### config.mk
export PLATFORM = sky130hd
export DESIGN_NAME = epoch_seconds_to_calendar_top
export DESIGN_NICKNAME = d
export VERILOG_FILES = /design/src/e2c_pkg.sv /design/src/e2c_ctrl.sv /design/src/e2c_datapath.sv /design/src/epoch_seconds_to_calendar_top.sv
export SDC_FILE = /design/constraint.sdc
export NUM_CORES = 1
export LEC_CHECK = 0
export BUFFER_PORTS_ARGS = -buffer_cell sky130_fd_sc_hd__buf_2
export CORE_MARGIN = 2
export CORE_UTILIZATION = 60
export CTS_BUF_LIST = sky130_fd_sc_hd__clkbuf_16
export CTS_CLUSTER_DIAMETER = 40
export DETAILED_ROUTE_END_ITERATION = 10
export HOLD_SLACK_MARGIN = 0.03
export PLACE_DENSITY = 0.92
export SLEW_MARGIN = 25
export SYNTH_ARGS = -nofsm -noshare
export SYNTH_HDL_FRONTEND = slang
export SYNTH_SLANG_ARGS = --single-unit
### constraint.sdc
create_clock -name clock -period 8.65 [get_ports clock]
set_input_delay 1.73 -clock clock [delete_from_list [all_inputs] [get_ports clock]]
set_output_delay 1.73 -clock clock [all_outputs]
set_load 0.03 [all_outputs]
### src/e2c_pkg.sv
package e2c_pkg;

   // Subtraction phases, shared by controller and datapath
   localparam logic [2:0] PH_YEAR   = 3'd0;
   localparam logic [2:0] PH_MONTH  = 3'd1;
   localparam logic [2:0] PH_DAY    = 3'd2;
   localparam logic [2:0] PH_HOUR   = 3'd3;
   localparam logic [2:0] PH_MINUTE = 3'd4;

   localparam logic [31:0] SECS_PER_MIN  = 32'd60;
   localparam logic [31:0] SECS_PER_HOUR = 32'd3600;
   localparam logic [31:0] SECS_PER_DAY  = 32'd86400;
   localparam logic [31:0] SECS_COMMON_YEAR = 32'd31536000;
   localparam logic [31:0] SECS_LEAP_YEAR   = 32'd31622400;
   localparam logic [2:0]  EPOCH_WEEKDAY = 3'd1;
   localparam logic [3:0]  LAST_MONTH    = 4'd11;
   localparam logic [3:0]  FEB_INDEX     = 4'd1;

   typedef struct packed {
      logic       load;
      logic       step;
      logic       capture;
      logic [2:0] phase;
   } e2c_cmd_type;

   typedef struct packed {
      logic fits;
      logic month_last;
   } e2c_status_type;

   function automatic logic [4:0] month_days(input logic [3:0] month, input logic leap);
      logic [4:0] d;
      case (month)
         FEB_INDEX:                d = leap ? 5'd29 : 5'd28;
         4'd3, 4'd5, 4'd8, 4'd10:  d = 5'd30;
         default:                  d = 5'd31;
      endcase
      return d;
   endfunction

   function automatic logic [31:0] days_to_secs(input logic [4:0] days);
      logic [31:0] s;
      case (days)
         5'd28:   s = 32'd2419200;
         5'd29:   s = 32'd2505600;
         5'd30:   s = 32'd2592000;
         default: s = 32'd2678400;
      endcase
      return s;
   endfunction

   // (a + b) mod 7 for a < 7, b < 7
   function automatic logic [2:0] add_mod7(input logic [2:0] a, input logic [2:0] b);
      logic [3:0] s;
      s = {1'b0, a} + {1'b0, b};
      if (s >= 4'd7) begin
         s = s - 4'd7;
      end
      return s[2:0];
   endfunction

endpackage

### src/e2c_ctrl.sv
module e2c_ctrl (
   input  logic                    clock,
   input  logic                    reset,
   input  logic                    req_valid,
   output logic                    req_stall,
   output logic                    rsp_valid,
   input  logic                    rsp_stall,
   input  e2c_pkg::e2c_status_type status,
   output e2c_pkg::e2c_cmd_type    cmd
);
   import e2c_pkg::*;

   localparam logic [2:0] S_IDLE   = 3'd0;
   localparam logic [2:0] S_YEAR   = 3'd1;
   localparam logic [2:0] S_MONTH  = 3'd2;
   localparam logic [2:0] S_DAY    = 3'd3;
   localparam logic [2:0] S_HOUR   = 3'd4;
   localparam logic [2:0] S_MINUTE = 3'd5;
   localparam logic [2:0] S_FINISH = 3'd6;

   logic [2:0] state_ff, state_in;
   logic       rsp_valid_ff, rsp_valid_in;
   logic       slot_free;

   assign slot_free = !rsp_valid_ff || !rsp_stall;
   assign req_stall = (state_ff != S_IDLE);
   assign rsp_valid = rsp_valid_ff;

   always_comb begin
      state_in    = state_ff;
      cmd.load    = 1'b0;
      cmd.step    = 1'b0;
      cmd.capture = 1'b0;
      cmd.phase   = PH_YEAR;
      case (state_ff)
         S_IDLE: begin
            if (req_valid) begin
               cmd.load = 1'b1;
               state_in = S_YEAR;
            end
         end
         S_YEAR: begin
            cmd.phase = PH_YEAR;
            if (status.fits) cmd.step = 1'b1;
            else state_in = S_MONTH;
         end
         S_MONTH: begin
            cmd.phase = PH_MONTH;
            if (status.fits && !status.month_last) cmd.step = 1'b1;
            else state_in = S_DAY;
         end
         S_DAY: begin
            cmd.phase = PH_DAY;
            if (status.fits) cmd.step = 1'b1;
            else state_in = S_HOUR;
         end
         S_HOUR: begin
            cmd.phase = PH_HOUR;
            if (status.fits) cmd.step = 1'b1;
            else state_in = S_MINUTE;
         end
         S_MINUTE: begin
            cmd.phase = PH_MINUTE;
            if (status.fits) cmd.step = 1'b1;
            else state_in = S_FINISH;
         end
         S_FINISH: begin
            // wait for the output register to free up
            if (slot_free) begin
               cmd.capture = 1'b1;
               state_in    = S_IDLE;
            end
         end
         default: state_in = S_IDLE;
      endcase
   end

   always_comb begin
      rsp_valid_in = rsp_valid_ff;
      if (rsp_valid_ff && !rsp_stall) rsp_valid_in = 1'b0;
      if (cmd.capture) rsp_valid_in = 1'b1;
   end

   always_ff @(posedge clock) begin
      if (reset) begin
         state_ff     <= S_IDLE;
         rsp_valid_ff <= 1'b0;
      end else begin
         state_ff     <= state_in;
         rsp_valid_ff <= rsp_valid_in;
      end
   end

endmodule

### src/e2c_datapath.sv
module e2c_datapath (
   input  logic                    clock,
   input  logic [31:0]             req_epoch_seconds,
   input  e2c_pkg::e2c_cmd_type    cmd,
   output e2c_pkg::e2c_status_type status,
   output logic [7:0]              rsp_year_offset,
   output logic [3:0]              rsp_month_index,
   output logic [4:0]              rsp_day_of_month,
   output logic [4:0]              rsp_hour_of_day,
   output logic [5:0]              rsp_minute_of_hour,
   output logic [5:0]              rsp_second_of_minute,
   output logic [2:0]              rsp_weekday,
   output logic [8:0]              rsp_day_of_year
);
   import e2c_pkg::*;

   logic [31:0] secs_ff, secs_in;
   logic [7:0]  year_ff, year_in;
   logic [3:0]  month_ff, month_in;
   logic [4:0]  mday_ff, mday_in;
   logic [4:0]  hour_ff, hour_in;
   logic [5:0]  min_ff, min_in;
   logic [2:0]  wday_ff, wday_in;
   logic [8:0]  yday_ff, yday_in;

   logic [7:0]  out_year_ff;
   logic [3:0]  out_month_ff;
   logic [4:0]  out_mday_ff;
   logic [4:0]  out_hour_ff;
   logic [5:0]  out_min_ff;
   logic [5:0]  out_sec_ff;
   logic [2:0]  out_wday_ff;
   logic [8:0]  out_yday_ff;

   logic        leap;
   logic [4:0]  mdays;
   logic [31:0] sub;
   logic [2:0]  wday_add;

   // 1900 is not a leap year
   assign leap  = (year_ff[1:0] == 2'd0) && (year_ff != 8'd0);
   assign mdays = month_days(month_ff, leap);

   always_comb begin
      case (cmd.phase)
         PH_YEAR: begin
            sub      = leap ? SECS_LEAP_YEAR : SECS_COMMON_YEAR;
            wday_add = leap ? 3'd2 : 3'd1;
         end
         PH_MONTH: begin
            sub      = days_to_secs(mdays);
            wday_add = 3'(mdays - 5'd28);   // month length mod 7
         end
         PH_DAY: begin
            sub      = SECS_PER_DAY;
            wday_add = 3'd1;
         end
         PH_HOUR: begin
            sub      = SECS_PER_HOUR;
            wday_add = 3'd0;
         end
         default: begin
            sub      = SECS_PER_MIN;
            wday_add = 3'd0;
         end
      endcase
   end

   assign status.fits       = (secs_ff >= sub);
   assign status.month_last = (month_ff >= LAST_MONTH);

   always_comb begin
      secs_in  = secs_ff;
      year_in  = year_ff;
      month_in = month_ff;
      mday_in  = mday_ff;
      hour_in  = hour_ff;
      min_in   = min_ff;
      wday_in  = wday_ff;
      yday_in  = yday_ff;
      if (cmd.load) begin
         secs_in  = req_epoch_seconds;
         year_in  = '0;
         month_in = '0;
         mday_in  = '0;
         hour_in  = '0;
         min_in   = '0;
         wday_in  = EPOCH_WEEKDAY;
         yday_in  = '0;
      end else if (cmd.step) begin
         secs_in = secs_ff - sub;
         wday_in = add_mod7(wday_ff, wday_add);
         case (cmd.phase)
            PH_YEAR:  year_in = year_ff + 8'd1;
            PH_MONTH: begin
               month_in = month_ff + 4'd1;
               yday_in  = yday_ff + {4'd0, mdays};
            end
            PH_DAY: begin
               mday_in = mday_ff + 5'd1;
               yday_in = yday_ff + 9'd1;
            end
            PH_HOUR:  hour_in = hour_ff + 5'd1;
            default:  min_in  = min_ff + 6'd1;
         endcase
      end
   end

   always_ff @(posedge clock) begin
      secs_ff  <= secs_in;
      year_ff  <= year_in;
      month_ff <= month_in;
      mday_ff  <= mday_in;
      hour_ff  <= hour_in;
      min_ff   <= min_in;
      wday_ff  <= wday_in;
      yday_ff  <= yday_in;
      if (cmd.capture) begin
         out_year_ff  <= year_ff;
         out_month_ff <= month_ff;
         out_mday_ff  <= mday_ff + 5'd1;
         out_hour_ff  <= hour_ff;
         out_min_ff   <= min_ff;
         out_sec_ff   <= secs_ff[5:0];
         out_wday_ff  <= wday_ff;
         out_yday_ff  <= yday_ff;
      end
   end

   assign rsp_year_offset      = out_year_ff;
   assign rsp_month_index      = out_month_ff;
   assign rsp_day_of_month     = out_mday_ff;
   assign rsp_hour_of_day      = out_hour_ff;
   assign rsp_minute_of_hour   = out_min_ff;
   assign rsp_second_of_minute = out_sec_ff;
   assign rsp_weekday          = out_wday_ff;
   assign rsp_day_of_year      = out_yday_ff;

endmodule

### src/epoch_seconds_to_calendar_top.sv
// channel   direction  handshake         word
// req       in         req_valid/stall   req_epoch_seconds
// rsp       out        rsp_valid/stall   year .. day_of_year (8 fields)
//
// One word at a time; a conversion is a repeated-subtraction loop: after a load
// step it removes years, then months, days, hours and minutes, one unit per step,
// with an exit step per phase and a capture step at the end.
// Synchronous reset clears the controller and the output valid.
// A result held by rsp_stall occupies the output register; the next word is
// taken meanwhile, and its capture waits until that register is free.
module epoch_seconds_to_calendar_top (
   input  logic        clock,
   input  logic        reset,
   input  logic        req_valid,
   output logic        req_stall,
   input  logic [31:0] req_epoch_seconds,
   output logic        rsp_valid,
   input  logic        rsp_stall,
   output logic [7:0]  rsp_year_offset,
   output logic [3:0]  rsp_month_index,
   output logic [4:0]  rsp_day_of_month,
   output logic [4:0]  rsp_hour_of_day,
   output logic [5:0]  rsp_minute_of_hour,
   output logic [5:0]  rsp_second_of_minute,
   output logic [2:0]  rsp_weekday,
   output logic [8:0]  rsp_day_of_year
);
   import e2c_pkg::*;

   e2c_cmd_type    cmd;
   e2c_status_type status;

   e2c_ctrl u_ctrl (
      .clock     (clock),
      .reset     (reset),
      .req_valid (req_valid),
      .req_stall (req_stall),
      .rsp_valid (rsp_valid),
      .rsp_stall (rsp_stall),
      .status    (status),
      .cmd       (cmd)
   );

   e2c_datapath u_datapath (
      .clock                (clock),
      .req_epoch_seconds    (req_epoch_seconds),
      .cmd                  (cmd),
      .status               (status),
      .rsp_year_offset      (rsp_year_offset),
      .rsp_month_index      (rsp_month_index),
      .rsp_day_of_month     (rsp_day_of_month),
      .rsp_hour_of_day      (rsp_hour_of_day),
      .rsp_minute_of_hour   (rsp_minute_of_hour),
      .rsp_second_of_minute (rsp_second_of_minute),
      .rsp_weekday          (rsp_weekday),
      .rsp_day_of_year      (rsp_day_of_year)
   );

endmodule

==> flow_summary.ini <==
[sta]
finalHoldViolCount = 0
setup_viol = 0
hold_slack_ps = 456
tightestPinTransition_ps = 825
tns_ps = 0
slew_viol_final = 0
max_freq_mhz = 197
period_needed_ps = 5070
min_period_over_period_pct = 58.7
rsz0062_at_grt = false
finClkSkew_ps = 11.4
maxSlewHeadroom_pct = 44.6

[layout]
final_cell_mix = 83 x buf_2, 78 x edfxtp_1, 71 x nand2_1
layout.nets = 823
area_delta_synth_final_pct = 16.1
antennaDiodeCount = 0
n_fill_cell = 773
final_cells = 895
final_common_cell = buf_2
layout-drive-gt1-share_pct = 17.7

[flow_run]
cap_violations = 0

[grt]
antenna_found_initial = 0
grt-ovfl-total = 0
track_usage_pct = 28.3
grt_max_degree = 55
grt_pass1_wl_um = 26000
grt_pass1_vias = 5490

[place]
dp_cells = 863
gp_congestion = 0.918
dp_hpwl_um = 11000
io_buffers = 83

[status]
status = completed

[logic_synthesis]
synth_edf_count = 78
mappedNetlistArea_um2 = 6670
synth_top_area_share_pct = 35.1
yosysTopAreaCell = edfxtp_1
synthCells = 661
synthesis.nets = 742
synth.distinct_cells = 59
synth-main-ff-cell = edfxtp_1
synthTopCellsByArea = edfxtp_1 35%, dfxtp_1 13%, ha_1 7.9%
ys_ff_latch = 122
async_flop_share_pct = 0
syn_avg_cell_area_um2 = 10.1
yosysWarnings = 0
yosysSeqAreaShare_pct = 48.3

[clocking]
postCtsSetupRepairBufs = 0
htree_levels = 4
cts_tree = yes
clock_latency_ps = 420
cts.sinks = 122
ctsLongestPathBuffers = 2
cts_buffers = 17
cts-hold-fix-buffers = 0
post_cts_resized = 0
clk_pin_slew_worst_paths_ps = 60
cts-root-buf = clkbuf_16

[floorplan]
die_w_um = 109
design.core.area_um2 = 10800
initial_core_util_pct = 61.5
ios = 84
fp-row-count = 38
die-area_um2 = 12000
die_h_um = 109

[worst_setup_path]
critPathMaxStageDelay_ps = 640
criticalPathCategory = flop to flop
startpoint_type = flop
crit_fanout = 30
r2r-start = u_datapath.year_ff[3]
crit_slowest_cell = or4_4
critical_path.startpoint = u_datapath.year_ff[3]
arrival_ps = 5210
cpMostUsedCell = ha_1
crit_required_ps = 8780
cp-end-kind = flop
path_cells = or4_1, o31ai_1, nor2_1, o22ai_1, inv_1, ha_1, o21ai_0, ha_1, o21a_1, o32ai_1, a21o_1, o21ai_1, or4_4, nand3_2, nand2_1, buf_4

[worst_hold_path]
hp-start = u_datapath.yday_ff[4]
hp-class = flop to flop

[power_and_ir_drop]
vdd_drop_max_mv = 0.128
leakage_uw = 0.00311
powerDensity_nw_per_um2 = 234

[detailed_routing]
dr.pass1.iters = 5
route.final.wire_length_um = 16100
vias = 5473
avgRoutedWirePerCell_um = 17.9
drc = 0
drt_iter0_markers = 419
viasPerCell = 6.12
ant_nets = 0
worst paths after layout:
| path | endpoint | slack [ps] | depth (start not counted) |
|---|---|---|---|
| max | u_datapath.secs_ff[23] | 3580 | 16 |
| min | u_datapath.rsp_day_of_year[4] | 460 | 0 |
| max reg2reg | u_datapath.secs_ff[23] | 3580 | 16 |
| min reg2reg | u_datapath.rsp_day_of_year[4] | 460 | 0 |
metrics by stage:
| step | total power [µW] | worst slack, ps | area [µm²] | util, % |
|---|---|---|---|---|
| floorplan | 1030 | 3850 | 6670 | - |
| global placement | 1120 | 3740 | 7170 | 66.1 |
| detailed placement | 1130 | 3620 | 7170 | 66.1 |
| CTS | 1810 | 3600 | 7740 | 71.4 |
| global route | 1890 | 3240 | 7740 | 71.4 |
| finish | 1820 | 3580 | 7740 | 71.4 |
logic make-up (layout without fill, tap and decap cells):
family | after synthesis | in the layout | share of synthesized area (%)
AND/OR/NAND/NOR | 223 | 223 | 17.2
AO/OA/AOI/OAI | 173 | 173 | 15.6
XOR/XNOR | 33 | 33 | 4.33
multiplexers | 16 | 16 | 2.44
adder cells (fa/ha/maj) | 45 | 45 | 8.78
flip-flops | 122 | 122 | 48.3
buffers and inverters | 49 | 143 | 3.32
power by group:
part / leakage (µW) / internal (µW) / switching (µW) / total, µW
clock network: 0.000278 / 412 / 271 / 683
registers: 0.00109 / 684 / 37.3 / 721
logic: 0.00174 / 167 / 244 / 411
cell type report:
cell class | instances | area, µm² | area share, %
Sequential cell | 122 | 3220 | 41.6
Tap cell | 140 | 175 | 2.26
Multi-Input combinational cell | 490 | 3240 | 41.8
Clock inverter | 14 | 121 | 1.57
Timing Repair Buffer | 87 | 445 | 5.75
Clock buffer | 18 | 450 | 5.82
Inverter | 24 | 90.1 | 1.16
worst max-delay path: cells and delay by family, from the launching register on:
family	cells	cell delay (ps)
AO/OA/AOI/OAI	7	1760
adder cells (fa/ha/maj)	2	650
buffers and inverters	2	410
flip-flops	1	360
AND/OR/NAND/NOR	5	1580
cell usage after synthesis, drive strengths merged (2+ instances only):
| cell type | count |
|---|---|
| and3 | 7 |
| nand4b | 2 |
| nor4 | 5 |
| nand4 | 13 |
| mux2 | 2 |
| o21ai | 55 |
| o211a | 2 |
| or3 | 16 |
| o31ai | 8 |
| dfxtp | 44 |
| ha | 42 |
| xor2 | 20 |
| and2 | 4 |
| nor3 | 11 |
| nand2 | 73 |
| a31oi | 2 |
| o31a | 2 |
| mux2i | 14 |
| a21oi | 58 |
| a21o | 16 |
| or4 | 7 |
| o211ai | 6 |
| a211oi | 6 |
| fa | 3 |
| edfxtp | 78 |
| o22ai | 2 |
| nor2 | 50 |
| nor2b | 8 |
| o21bai | 3 |
| inv | 24 |
| xnor2 | 13 |
| o21a | 6 |
| buf | 9 |
| clkbuf | 16 |
| nand2b | 8 |
| nand3 | 14 |
flip-flops by register name, summed over array words and instances, names as in the netlist, 5 cells and up:
signal	cells
u_datapath.rsp_minute_of_hour	6
u_datapath.rsp_year_offset	8
u_datapath.rsp_second_of_minute	6
u_datapath.rsp_day_of_month	5
u_datapath.secs_ff	32
u_datapath.mday_ff	5
u_datapath.hour_ff	5
u_datapath.min_ff	6
u_datapath.yday_ff	9
u_datapath.rsp_day_of_year	9
u_datapath.year_ff	8
u_datapath.rsp_hour_of_day	5
metal layers:
| metal | global-route usage (%) | vias up | share of wire [%] |
|---|---|---|---|
| li1 | - | 2595 | - |
| met1 | 35.0 | 2597 | 41 |
| met2 | 48.5 | 255 | 50 |
| met3 | 5.28 | 26 | 6.7 |
| met4 | 11.7 | 0 | 1.9 |
| met5 | 0 | - | 0 |
No activity file was read; power rests on OpenSTA's default activity.
